<file path="config.mk">
export PLATFORM = sky130hd
export DESIGN_NAME = local_date_to_epoch_ms_top
export DESIGN_NICKNAME = d
export VERILOG_FILES = /design/src/ldte_pkg.sv /design/src/ldte_check.sv /design/src/local_date_to_epoch_ms_top.sv
export SDC_FILE = /design/constraint.sdc
export NUM_CORES = 1
export LEC_CHECK = 0
export BUFFER_PORTS_ARGS = -buffer_cell sky130_fd_sc_hd__buf_4
export CORE_MARGIN = 3
export CORE_UTILIZATION = 40
export CTS_CLUSTER_DIAMETER = 60
export DETAILED_ROUTE_END_ITERATION = 12
export HOLD_SLACK_MARGIN = 0.15
export PLACE_DENSITY = 0.61
export SLEW_MARGIN = 25
export SYNTH_ARGS = -nofsm -noshare
export SYNTH_HDL_FRONTEND = slang
export SYNTH_SLANG_ARGS = --single-unit
</file>
<file path="constraint.sdc">
create_clock -name i_clk -period 10.92 [get_ports i_clk]
set_clock_uncertainty 0.15 [all_clocks]
set_input_delay 1.638 -clock i_clk [delete_from_list [all_inputs] [get_ports i_clk]]
set_output_delay 1.638 -clock i_clk [all_outputs]
set_load 0.005 [all_outputs]
</file>
<file path="src/ldte_pkg.sv">
// package for the local date to epoch milliseconds block
// status codes, shared record types and the calendar tables
// no dependencies
`default_nettype none

package ldte_pkg;

    localparam int ERA_DAYS    = 146097;
    localparam int CIVIL_SHIFT = 719468;
    localparam int BASE_YEAR   = 2000;
    // era before the base year, so january and february of 2000 stay positive
    localparam int BASE_ERA    = BASE_YEAR / 400 - 1;
    localparam int YOE_BASE    = BASE_YEAR - BASE_ERA * 400;
    localparam int DAY_BIAS    = CIVIL_SHIFT - BASE_ERA * ERA_DAYS;
    localparam int MAX_YEAR_OFS = 2099 - BASE_YEAR;
    localparam int FRAME_LEN   = 7;
    localparam int MS_PER_SEC  = 1000;
    localparam int SEC_PER_DAY = 86400;

    localparam int ZONE_W   = 17;
    localparam int EPOCH_W  = 42;
    localparam int DAYS_W   = 16;
    localparam int TOD_W    = 17;

    localparam logic signed [ZONE_W-1:0] ZONE_RESET = ZONE_W'(-10800);

    typedef enum logic [1:0] {
        ST_OK    = 2'd0,
        ST_FRAME = 2'd1,
        ST_DATE  = 2'd2
    } t_status;

    typedef struct packed {
        t_status            status;
        logic [DAYS_W-1:0]  days;
        logic [TOD_W-1:0]   tod;
    } t_date_info;

    // days in month, index 0 is january, february without leap day
    function automatic logic [4:0] month_len(input logic [3:0] idx);
        logic [4:0] len;
        case (idx)
            4'd0:    len = 5'd31;
            4'd1:    len = 5'd28;
            4'd2:    len = 5'd31;
            4'd3:    len = 5'd30;
            4'd4:    len = 5'd31;
            4'd5:    len = 5'd30;
            4'd6:    len = 5'd31;
            4'd7:    len = 5'd31;
            4'd8:    len = 5'd30;
            4'd9:    len = 5'd31;
            4'd10:   len = 5'd30;
            4'd11:   len = 5'd31;
            default: len = 5'd0;
        endcase
        return len;
    endfunction

    // (153 * mp + 2) / 5, march based month index
    function automatic logic [8:0] doy_base(input logic [3:0] mp);
        logic [8:0] base;
        case (mp)
            4'd0:    base = 9'd0;
            4'd1:    base = 9'd31;
            4'd2:    base = 9'd61;
            4'd3:    base = 9'd92;
            4'd4:    base = 9'd122;
            4'd5:    base = 9'd153;
            4'd6:    base = 9'd184;
            4'd7:    base = 9'd214;
            4'd8:    base = 9'd245;
            4'd9:    base = 9'd275;
            4'd10:   base = 9'd306;
            4'd11:   base = 9'd337;
            default: base = 9'd0;
        endcase
        return base;
    endfunction

endpackage

`default_nettype wire

</file>
<file path="src/ldte_check.sv">
// framing and date check plus day count since 1970 and time of day
// combinational, uses ldte_pkg
`default_nettype none

module ldte_check (
    input  wire logic [8:0]          i_write_offset,
    input  wire logic [7:0]          i_payload_length,
    input  wire logic [7:0]          i_year_since_2000,
    input  wire logic [7:0]          i_month_number,
    input  wire logic [7:0]          i_day_of_month,
    input  wire logic [7:0]          i_hour_of_day,
    input  wire logic [7:0]          i_minute_of_hour,
    input  wire logic [7:0]          i_second_of_minute,
    output ldte_pkg::t_date_info     o_info
);
    import ldte_pkg::*;

    logic        frame_bad;
    logic        mon_ok;
    logic        early;
    logic        leap;
    logic [3:0]  mon_idx;
    logic [3:0]  mp;
    logic [4:0]  dim;
    logic        date_bad;
    logic [8:0]  yoe;
    logic [2:0]  centuries;
    logic        quads;
    logic [8:0]  doy;
    logic [19:0] days_full;

    always_comb begin
        frame_bad = (i_write_offset != 9'd0) || (i_payload_length != 8'(FRAME_LEN));
        mon_ok    = (i_month_number >= 8'd1) && (i_month_number <= 8'd12);
        early     = (i_month_number <= 8'd2);
        // 2000 is a leap year, 2100 is outside range
        leap      = (i_year_since_2000[1:0] == 2'b00);
        mon_idx   = i_month_number[3:0] - 4'd1;
        dim       = month_len(mon_idx)
                  + 5'((i_month_number == 8'd2) && leap);
        date_bad  = (i_year_since_2000 > 8'(MAX_YEAR_OFS)) || !mon_ok
                  || (i_hour_of_day > 8'd23) || (i_minute_of_hour > 8'd59)
                  || (i_second_of_minute > 8'd59)
                  || (i_day_of_month == 8'd0)
                  || (i_day_of_month > {3'b000, dim});

        mp        = early ? (i_month_number[3:0] + 4'd9) : (i_month_number[3:0] - 4'd3);
        yoe       = 9'(YOE_BASE) + {1'b0, i_year_since_2000} - 9'(early);
        // yoe / 100 and yoe / 400 for yoe in 399..499
        centuries = (yoe >= 9'd400) ? 3'd4 : 3'd3;
        quads     = (yoe >= 9'd400);
        doy       = doy_base(mp) + {1'b0, i_day_of_month} - 9'd1;
        days_full = 20'(yoe) * 20'd365 + 20'(yoe[8:2]) - 20'(centuries) + 20'(quads)
                  + 20'(doy) - 20'(DAY_BIAS);

        if (frame_bad) begin
            o_info.status = ST_FRAME;
        end else if (date_bad) begin
            o_info.status = ST_DATE;
        end else begin
            o_info.status = ST_OK;
        end
        o_info.days = days_full[DAYS_W-1:0];
        o_info.tod  = TOD_W'(i_hour_of_day[4:0]) * TOD_W'(3600)
                    + TOD_W'(i_minute_of_hour[5:0]) * TOD_W'(60)
                    + TOD_W'(i_second_of_minute[5:0]);
    end

endmodule

`default_nettype wire

</file>
<file path="src/local_date_to_epoch_ms_top.sv">
// top level: time-sync record to utc epoch milliseconds
// uses ldte_pkg and ldte_check
//
// usage:
//   input channel: drive the record fields and pulse start; a beat is taken
//   at each rising edge with start high and busy low. busy is always low,
//   so a new beat may be offered in every cycle.
//   result channel: o_valid is high for exactly one cycle with o_status and
//   o_epoch_ms; the receiver cannot stall, so results are never held.
//   every beat gives exactly one result, in order.
//   path: each beat passes the input register, the check and day count stage
//   and the multiply and sum stage before o_valid rises with its result.
//   throughput: one beat per cycle; busy never rises and every stage moves
//   each cycle.
//   config: i_cfg_we writes the signed zone offset in seconds; write it only
//   while no beat is in flight.
//   reset: synchronous active low; clears the pipeline valids and loads the
//   zone offset with -10800 s.
`default_nettype none

module local_date_to_epoch_ms_top (
    input  wire logic                         i_clk,
    input  wire logic                         i_rst_n,
    input  wire logic                         start,
    output      logic                         busy,
    input  wire logic [8:0]                   i_write_offset,
    input  wire logic [7:0]                   i_payload_length,
    input  wire logic [7:0]                   i_year_since_2000,
    input  wire logic [7:0]                   i_month_number,
    input  wire logic [7:0]                   i_day_of_month,
    input  wire logic [7:0]                   i_hour_of_day,
    input  wire logic [7:0]                   i_minute_of_hour,
    input  wire logic [7:0]                   i_second_of_minute,
    input  wire logic                         i_cfg_we,
    input  wire logic [ldte_pkg::ZONE_W-1:0]  i_cfg_wdata,
    output      logic                         o_valid,
    output      logic [1:0]                   o_status,
    output      logic [ldte_pkg::EPOCH_W-1:0] o_epoch_ms
);
    import ldte_pkg::*;

    localparam int        SUM_W      = 44;
    localparam logic [SUM_W-1:0] MS_PER_DAY = SUM_W'(SEC_PER_DAY * MS_PER_SEC);
    localparam logic [SUM_W-1:0] MS_SCALE   = SUM_W'(MS_PER_SEC);

    logic signed [ZONE_W-1:0]  r_zone;
    logic                      r_in_vld;
    logic [8:0]                r_woff;
    logic [7:0]                r_plen;
    logic [7:0]                r_year;
    logic [7:0]                r_mon;
    logic [7:0]                r_day;
    logic [7:0]                r_hr;
    logic [7:0]                r_min;
    logic [7:0]                r_sec;
    logic                      r_mid_vld;
    t_date_info                r_mid;
    t_date_info                n_mid;
    logic                      r_out_vld;
    t_status                   r_out_status;
    logic [EPOCH_W-1:0]        r_out_epoch;
    logic [EPOCH_W-1:0]        n_out_epoch;
    logic [SUM_W-1:0]          day_ms;
    logic [SUM_W-1:0]          tod_ms;
    logic [SUM_W-1:0]          zone_ms;
    logic [SUM_W-1:0]          sum_ms;
    logic                      accept;

    assign busy   = 1'b0;
    assign accept = start && !busy;

    always_ff @(posedge i_clk) begin
        if (!i_rst_n) begin
            r_zone <= ZONE_RESET;
        end else if (i_cfg_we) begin
            r_zone <= i_cfg_wdata;
        end
    end

    // input register
    always_ff @(posedge i_clk) begin
        if (!i_rst_n) begin
            r_in_vld <= 1'b0;
        end else begin
            r_in_vld <= accept;
        end
    end

    always_ff @(posedge i_clk) begin
        if (accept) begin
            r_woff <= i_write_offset;
            r_plen <= i_payload_length;
            r_year <= i_year_since_2000;
            r_mon  <= i_month_number;
            r_day  <= i_day_of_month;
            r_hr   <= i_hour_of_day;
            r_min  <= i_minute_of_hour;
            r_sec  <= i_second_of_minute;
        end
    end

    ldte_check u_check (
        .i_write_offset     (r_woff),
        .i_payload_length   (r_plen),
        .i_year_since_2000  (r_year),
        .i_month_number     (r_mon),
        .i_day_of_month     (r_day),
        .i_hour_of_day      (r_hr),
        .i_minute_of_hour   (r_min),
        .i_second_of_minute (r_sec),
        .o_info             (n_mid)
    );

    always_ff @(posedge i_clk) begin
        if (!i_rst_n) begin
            r_mid_vld <= 1'b0;
        end else begin
            r_mid_vld <= r_in_vld;
        end
    end

    always_ff @(posedge i_clk) begin
        if (r_in_vld) begin
            r_mid <= n_mid;
        end
    end

    // constant multiplies and the utc sum
    always_comb begin
        day_ms  = SUM_W'(r_mid.days) * MS_PER_DAY;
        tod_ms  = SUM_W'(r_mid.tod) * MS_SCALE;
        zone_ms = SUM_W'(r_zone) * MS_SCALE;
        sum_ms  = day_ms + tod_ms - zone_ms;
        n_out_epoch = (r_mid.status == ST_OK) ? sum_ms[EPOCH_W-1:0] : '0;
    end

    always_ff @(posedge i_clk) begin
        if (!i_rst_n) begin
            r_out_vld <= 1'b0;
        end else begin
            r_out_vld <= r_mid_vld;
        end
    end

    always_ff @(posedge i_clk) begin
        if (r_mid_vld) begin
            r_out_status <= r_mid.status;
            r_out_epoch  <= n_out_epoch;
        end
    end

    assign o_valid    = r_out_vld;
    assign o_status   = r_out_status;
    assign o_epoch_ms = r_out_epoch;

    a_latency: assert property (@(posedge i_clk) disable iff (!i_rst_n)
        accept |-> ##3 o_valid)
        else $error("result missing three cycles after accepted beat");

    a_err_zero: assert property (@(posedge i_clk) disable iff (!i_rst_n)
        (o_valid && (o_status != ST_OK)) |-> (o_epoch_ms == '0))
        else $error("nonzero epoch on error status");

    a_ok_nonzero: assert property (@(posedge i_clk) disable iff (!i_rst_n)
        (o_valid && (o_status == ST_OK)) |-> (o_epoch_ms != '0))
        else $error("zero epoch on valid date");

    a_reset_quiet: assert property (@(posedge i_clk)
        !i_rst_n |=> !o_valid)
        else $error("result strobe right after reset");

endmodule

`default_nettype wire

</file>
# == After elaboration in Yosys (flattened, before gate mapping) ==
# Memory sizes are Yosys's and may differ from the RTL's.
# Index checks and enable logic that the tools add are counted.
# op_classes
n_addsub,17
mul,6
div,0
magnitude_cmp,9
eq_ne,2
shift,0
mux,3
bitwise_logic,0
reduce_logical,14
# ops
cell,count
"multiplier 44 x 7 -> 39 bit, second input constant",1
adder 42 x 27 -> 42 bit,1
subtractor 42 bit,1
"multiplier 16 x 17 -> 32 bit, second input constant",1
"multiplier 17 x 7 -> 24 bit, second input constant",1
adder 17 x 12 -> 17 bit,1
adder 17 x 6 -> 17 bit,1
adder 16 x 1 -> 16 bit,1
adder 16 x 7 -> 16 bit,1
adder 16 x 9 -> 16 bit,1
"> comparator 8 x 6 -> 1 bit, second input constant",2
"multiplier 9 x 9 -> 16 bit, second input constant",1
"subtractor 16 x 12 -> 16 bit, second input constant",1
subtractor 16 x 3 -> 16 bit,1
"multiplier 5 x 8 -> 13 bit, second input constant",1
"multiplier 6 x 4 -> 10 bit, second input constant",1
adder 9 x 8 -> 9 bit,1
"adder 9 x 8 -> 9 bit, first input constant",1
">= comparator 9 bit, second input constant",1
nonzero test 9 bit,1
subtractor 9 x 1 -> 9 bit,1
"subtractor 9 x 1 -> 9 bit, second input constant",1
"equality test 8 x 2 -> 1 bit, second input constant",1
">= comparator 8 x 1 -> 1 bit, second input constant",1
other kinds (18),26
# totals
reg_bits,164
latch_bits,0
ram_bits,0
rom_bits,224
output_inout_bits,46
n_memories,2
# mem_list
memory,depth,width,read_ports,rd_ports_with_merged_regs,wr,line_no,rtl
(name not given),16,9,1,0,0,ldte_pkg.sv:63,case (mp)
(name not given),16,5,1,0,0,ldte_pkg.sv:42,case (idx)

# == Longest topological paths before layout ==
# depth
depth_word,10
depth_mapped,36
ltp_nobuf,34

# == Cells and area by module ==
# A second synthesis with hierarchy kept.
# hier_totals
hier_cells,2435
hier_area_um2,24373.4
# modules_own_cells
module,n_inst,cells_per_inst,area_each_um2,seq_area_each_um2
local_date_to_epoch_ms_top,1,1815,18936.9,4634.4
ldte_check,1,620,5436.5,0.0

# == Worst setup path before layout ==
# OpenSTA, ideal clock, no wires.
# synth_timing
path_type,register to register
start,register r_mid[30] (netlist bit)
end,register r_out_epoch[41] (netlist: o_epoch_ms[41]) (data pin)
t_arrival_ns,7.816
slack_ns,2.699
stages_incl_launch_ff,31
synth_period_minus_slack_ns,8.221
cell_sequence,edfxtp_1 > fa_1 > fa_1 > inv_1 > fa_1 > fa_1 > fa_1 > inv_1 > fa_1 > ha_1 > a211oi_1 > nand4_1 > a21boi_0 > o21ai_1 > o21bai_1 > a21o_1 > a21o_1 > a21oi_1 > xnor2_1 > ha_1 > ha_1 > clkbuf_1 > and3_1 > and2_1 > a221oi_1 > nor2_1 > or4_1 > o21ai_0 > xnor2_1 > xnor3_1 > and2_1
# synth_via
elab_chain_cells,3
# synth_lines
element,line_no,rtl
from (decl),local_date_to_epoch_ms_top.sv:57,t_date_info r_mid;
from (signal assigned),local_date_to_epoch_ms_top.sv:124,r_mid <= n_mid;
multiplier 16 x 17 -> 32 bit,local_date_to_epoch_ms_top.sv:130,day_ms = SUM_W'(r_mid.days) * MS_PER_DAY;
adder 42 x 27 -> 42 bit,local_date_to_epoch_ms_top.sv:133,sum_ms = day_ms + tod_ms - zone_ms;
subtractor 42 bit,local_date_to_epoch_ms_top.sv:133,
to (signal assigned),local_date_to_epoch_ms_top.sv:148,r_out_epoch <= n_out_epoch;
to (decl),local_date_to_epoch_ms_top.sv:61,logic [EPOCH_W-1:0] r_out_epoch;
# No other way between the ends.
# A chain may end at the register's enable or synchronous reset.

# == Final worst setup path ==
# Ends and elaborated chain as after synthesis.

==> flow_summary.json <==
{
  "status": "complete, no violations",
  "vias_per_cell": 4.99,
  "cp_num_buf_inv": 2,
  "final.min_clock_period_ns": 8.89,
  "drive_above_1_share": 0.0715,
  "drt_iter0_drc": 576,
  "dieHeight_um": 251,
  "numCtsBuffers": 17,
  "max_clock_freq_mhz": 113,
  "drtPass1Iterations": 5,
  "place_hpwl_mm": 43.7,
  "hold_class": "flip-flop to flip-flop",
  "yosysTopAreaCell": "ha_1",
  "crit_fanout": 7,
  "initial_core_util": 0.405,
  "fin_hold_ws_ns": 0.282,
  "use_met1": 0.224,
  "crit_path_end": "o_epoch_ms[41]",
  "crit_top_cell": "fa_1",
  "wl_mm": 50.0,
  "cts_max_level": 4,
  "synth.distinct_cells": 72,
  "dieArea_mm2": 0.0628,
  "relSlewSlack": 0.315,
  "io_pins": 132,
  "coreArea_mm2": 0.0591,
  "cp.depth": 29,
  "start_kind": "flip-flop",
  "post-cts-setup-buffers": 0,
  "cts_tree": "built",
  "gp_congestion": 0.878,
  "holdPathStages": 0,
  "area_delta_synth_final_pct": 10.0,
  "gr-max-usage-layer": "met2",
  "num_vias": 16200,
  "grt.overflow.total": 0,
  "crit_path_start": "r_mid[30]",
  "antenna_found_initial": 0,
  "cp.required_ns": 11.02,
  "syn_inst": 2333,
  "use_met2": 0.285,
  "final_util": 0.445,
  "synth-main-ff-cell": "edfxtp_1",
  "grt_max_degree": 67,
  "synth_most_common_cell": "ha_1",
  "cts_hold_buf": 0,
  "async_flop_share": 0,
  "row_count": 89,
  "critical_path.max_stage_delay_ns": 0.55,
  "clock-sinks": 161,
  "path_delay_family": "adder cells",
  "rsz0062_at_grt": "no",
  "setup_tns_ns": 0,
  "clockBufferDepth": 2,
  "clockRootBuffer": "clkbuf_16",
  "grt_pass1_wl_mm": 85.4,
  "cp.arrival_ns": 8.98,
  "worst_slew_pin_slew_ns": 1.02,
  "ys_ff_latch": 161,
  "drc": 0,
  "synthTopCellsByArea": "ha_1, fa_1, edfxtp_1",
  "r2r_end": "o_epoch_ms[41]",
  "end_kind": "flip-flop",
  "finalCritPeriodShare": 0.814,
  "final_hold_viol_count": 0,
  "drv_slew": 0,
  "synth_enable_flop_cells": 141,
  "synth_top_area_frac": 0.244,
  "r2r-start": "r_mid[30]",
  "yosysSeqAreaShare": 0.194,
  "routedWlPerCell_um": 15.5,
  "r2r_slack_ns": 2.03,
  "detail-route-antenna-nets": 0,
  "die_w_um": 251,
  "diodes": 0,
  "critPathSlowestCell": "fa_1",
  "port_buffers": 127,
  "clk_latency_ns": 0.49,
  "r2r_cells": 29,
  "maxCapViolations": 0,
  "synth_area_mm2": 0.0239,
  "syn_avg_cell_area_um2": 10.3,
  "grt_util_met3": 0.0239,
  "finalSetupViolations": 0,
  "path_class": "flip-flop to flip-flop",
  "path_clk_slew_ns": 0.07,
  "grt_pass1_vias": 17200,
  "yosys_warnings": 0,
  "cts_resized": 0,
  "yosys-top-cells-count": "ha_1, inv_1, fa_1, edfxtp_1, a21oi_1",
  "finalNetCount": 3279,
  "grt_usage": 0.168
}
[kinds of logic after synthesis]
logic type      after synthesis  synth area share
compound gates              400             0.110
xor+xnor                    162            0.0599
simple gates                353            0.0743
fa+ha+maj                   744             0.476
buf+inv                     497            0.0787
other cells                   1          0.000157
flops                       161             0.194
mux                          15           0.00643
[how the worst min path moves through the flow]
stage	slack, ns	startpoint	end
after floorplan	0.25	r_sec[0]	r_mid[0]
final	0.28	r_sec[0]	r_mid[0]
after global routing	0.31	r_sec[1]	r_mid[1]
after global placement	0.26	r_sec[1]	r_mid[1]
after detailed placement	0.27	r_sec[1]	r_mid[1]
after CTS	0.29	r_sec[0]	r_mid[0]
[registers in the layout (all words and copies together) (netlist names)]
register	count
o_status	2
o_epoch_ms	39
r_woff	9
r_mon	8
r_sec	8
r_zone	17
r_in_vld	1
r_year	8
r_day	8
o_valid	1
r_plen	8
r_mid	35
r_mid_vld	1
r_hr	8
r_min	8
[cell type report]
type	count	area [um2]
clock inverter	15	166
multi-input combinational	1678	17400
timing repair buffer	129	968
sequential	161	4640
fill	5543	32800
clock buffer	17	425
inverter	462	1730
tap	773	967
[layout by cell type (no fill, tap or decap), types with 31 or more instances in the layout]
master,count
xor2_1,58
a21o_1,64
o21ai_0,57
edfxtp_1,141
xnor2_1,103
ha_1,466
a21oi_1,119
fa_1,278
buf_4,129
o21bai_1,31
nor3_1,35
nor2_1,89
inv_1,462
nand2_1,72
[metrics by stage]
stage | instances | setup WS, ns | instance area, um2
CTS | 3235 | 2.03 | 26300
global placement | 3203 | 2.19 | 25700
detailed placement | 3203 | 2.05 | 25700
floorplan | 2336 | 2.70 | 23900
finish | 3235 | 2.03 | 26300
global route | 3235 | 1.45 | 26300
[routing by layer]
metal	share of wire	routed length, um	up-vias
li1	-	-	8076
met1	0.48	23900	7797
met2	0.48	23900	237
met3	0.027	1360	47
met4	0.018	901	0
met5	0	0	-
Power is left out: the tool's default activity adds up to more than one toggle a clock period on the data nets, which glitch-free logic cannot reach.
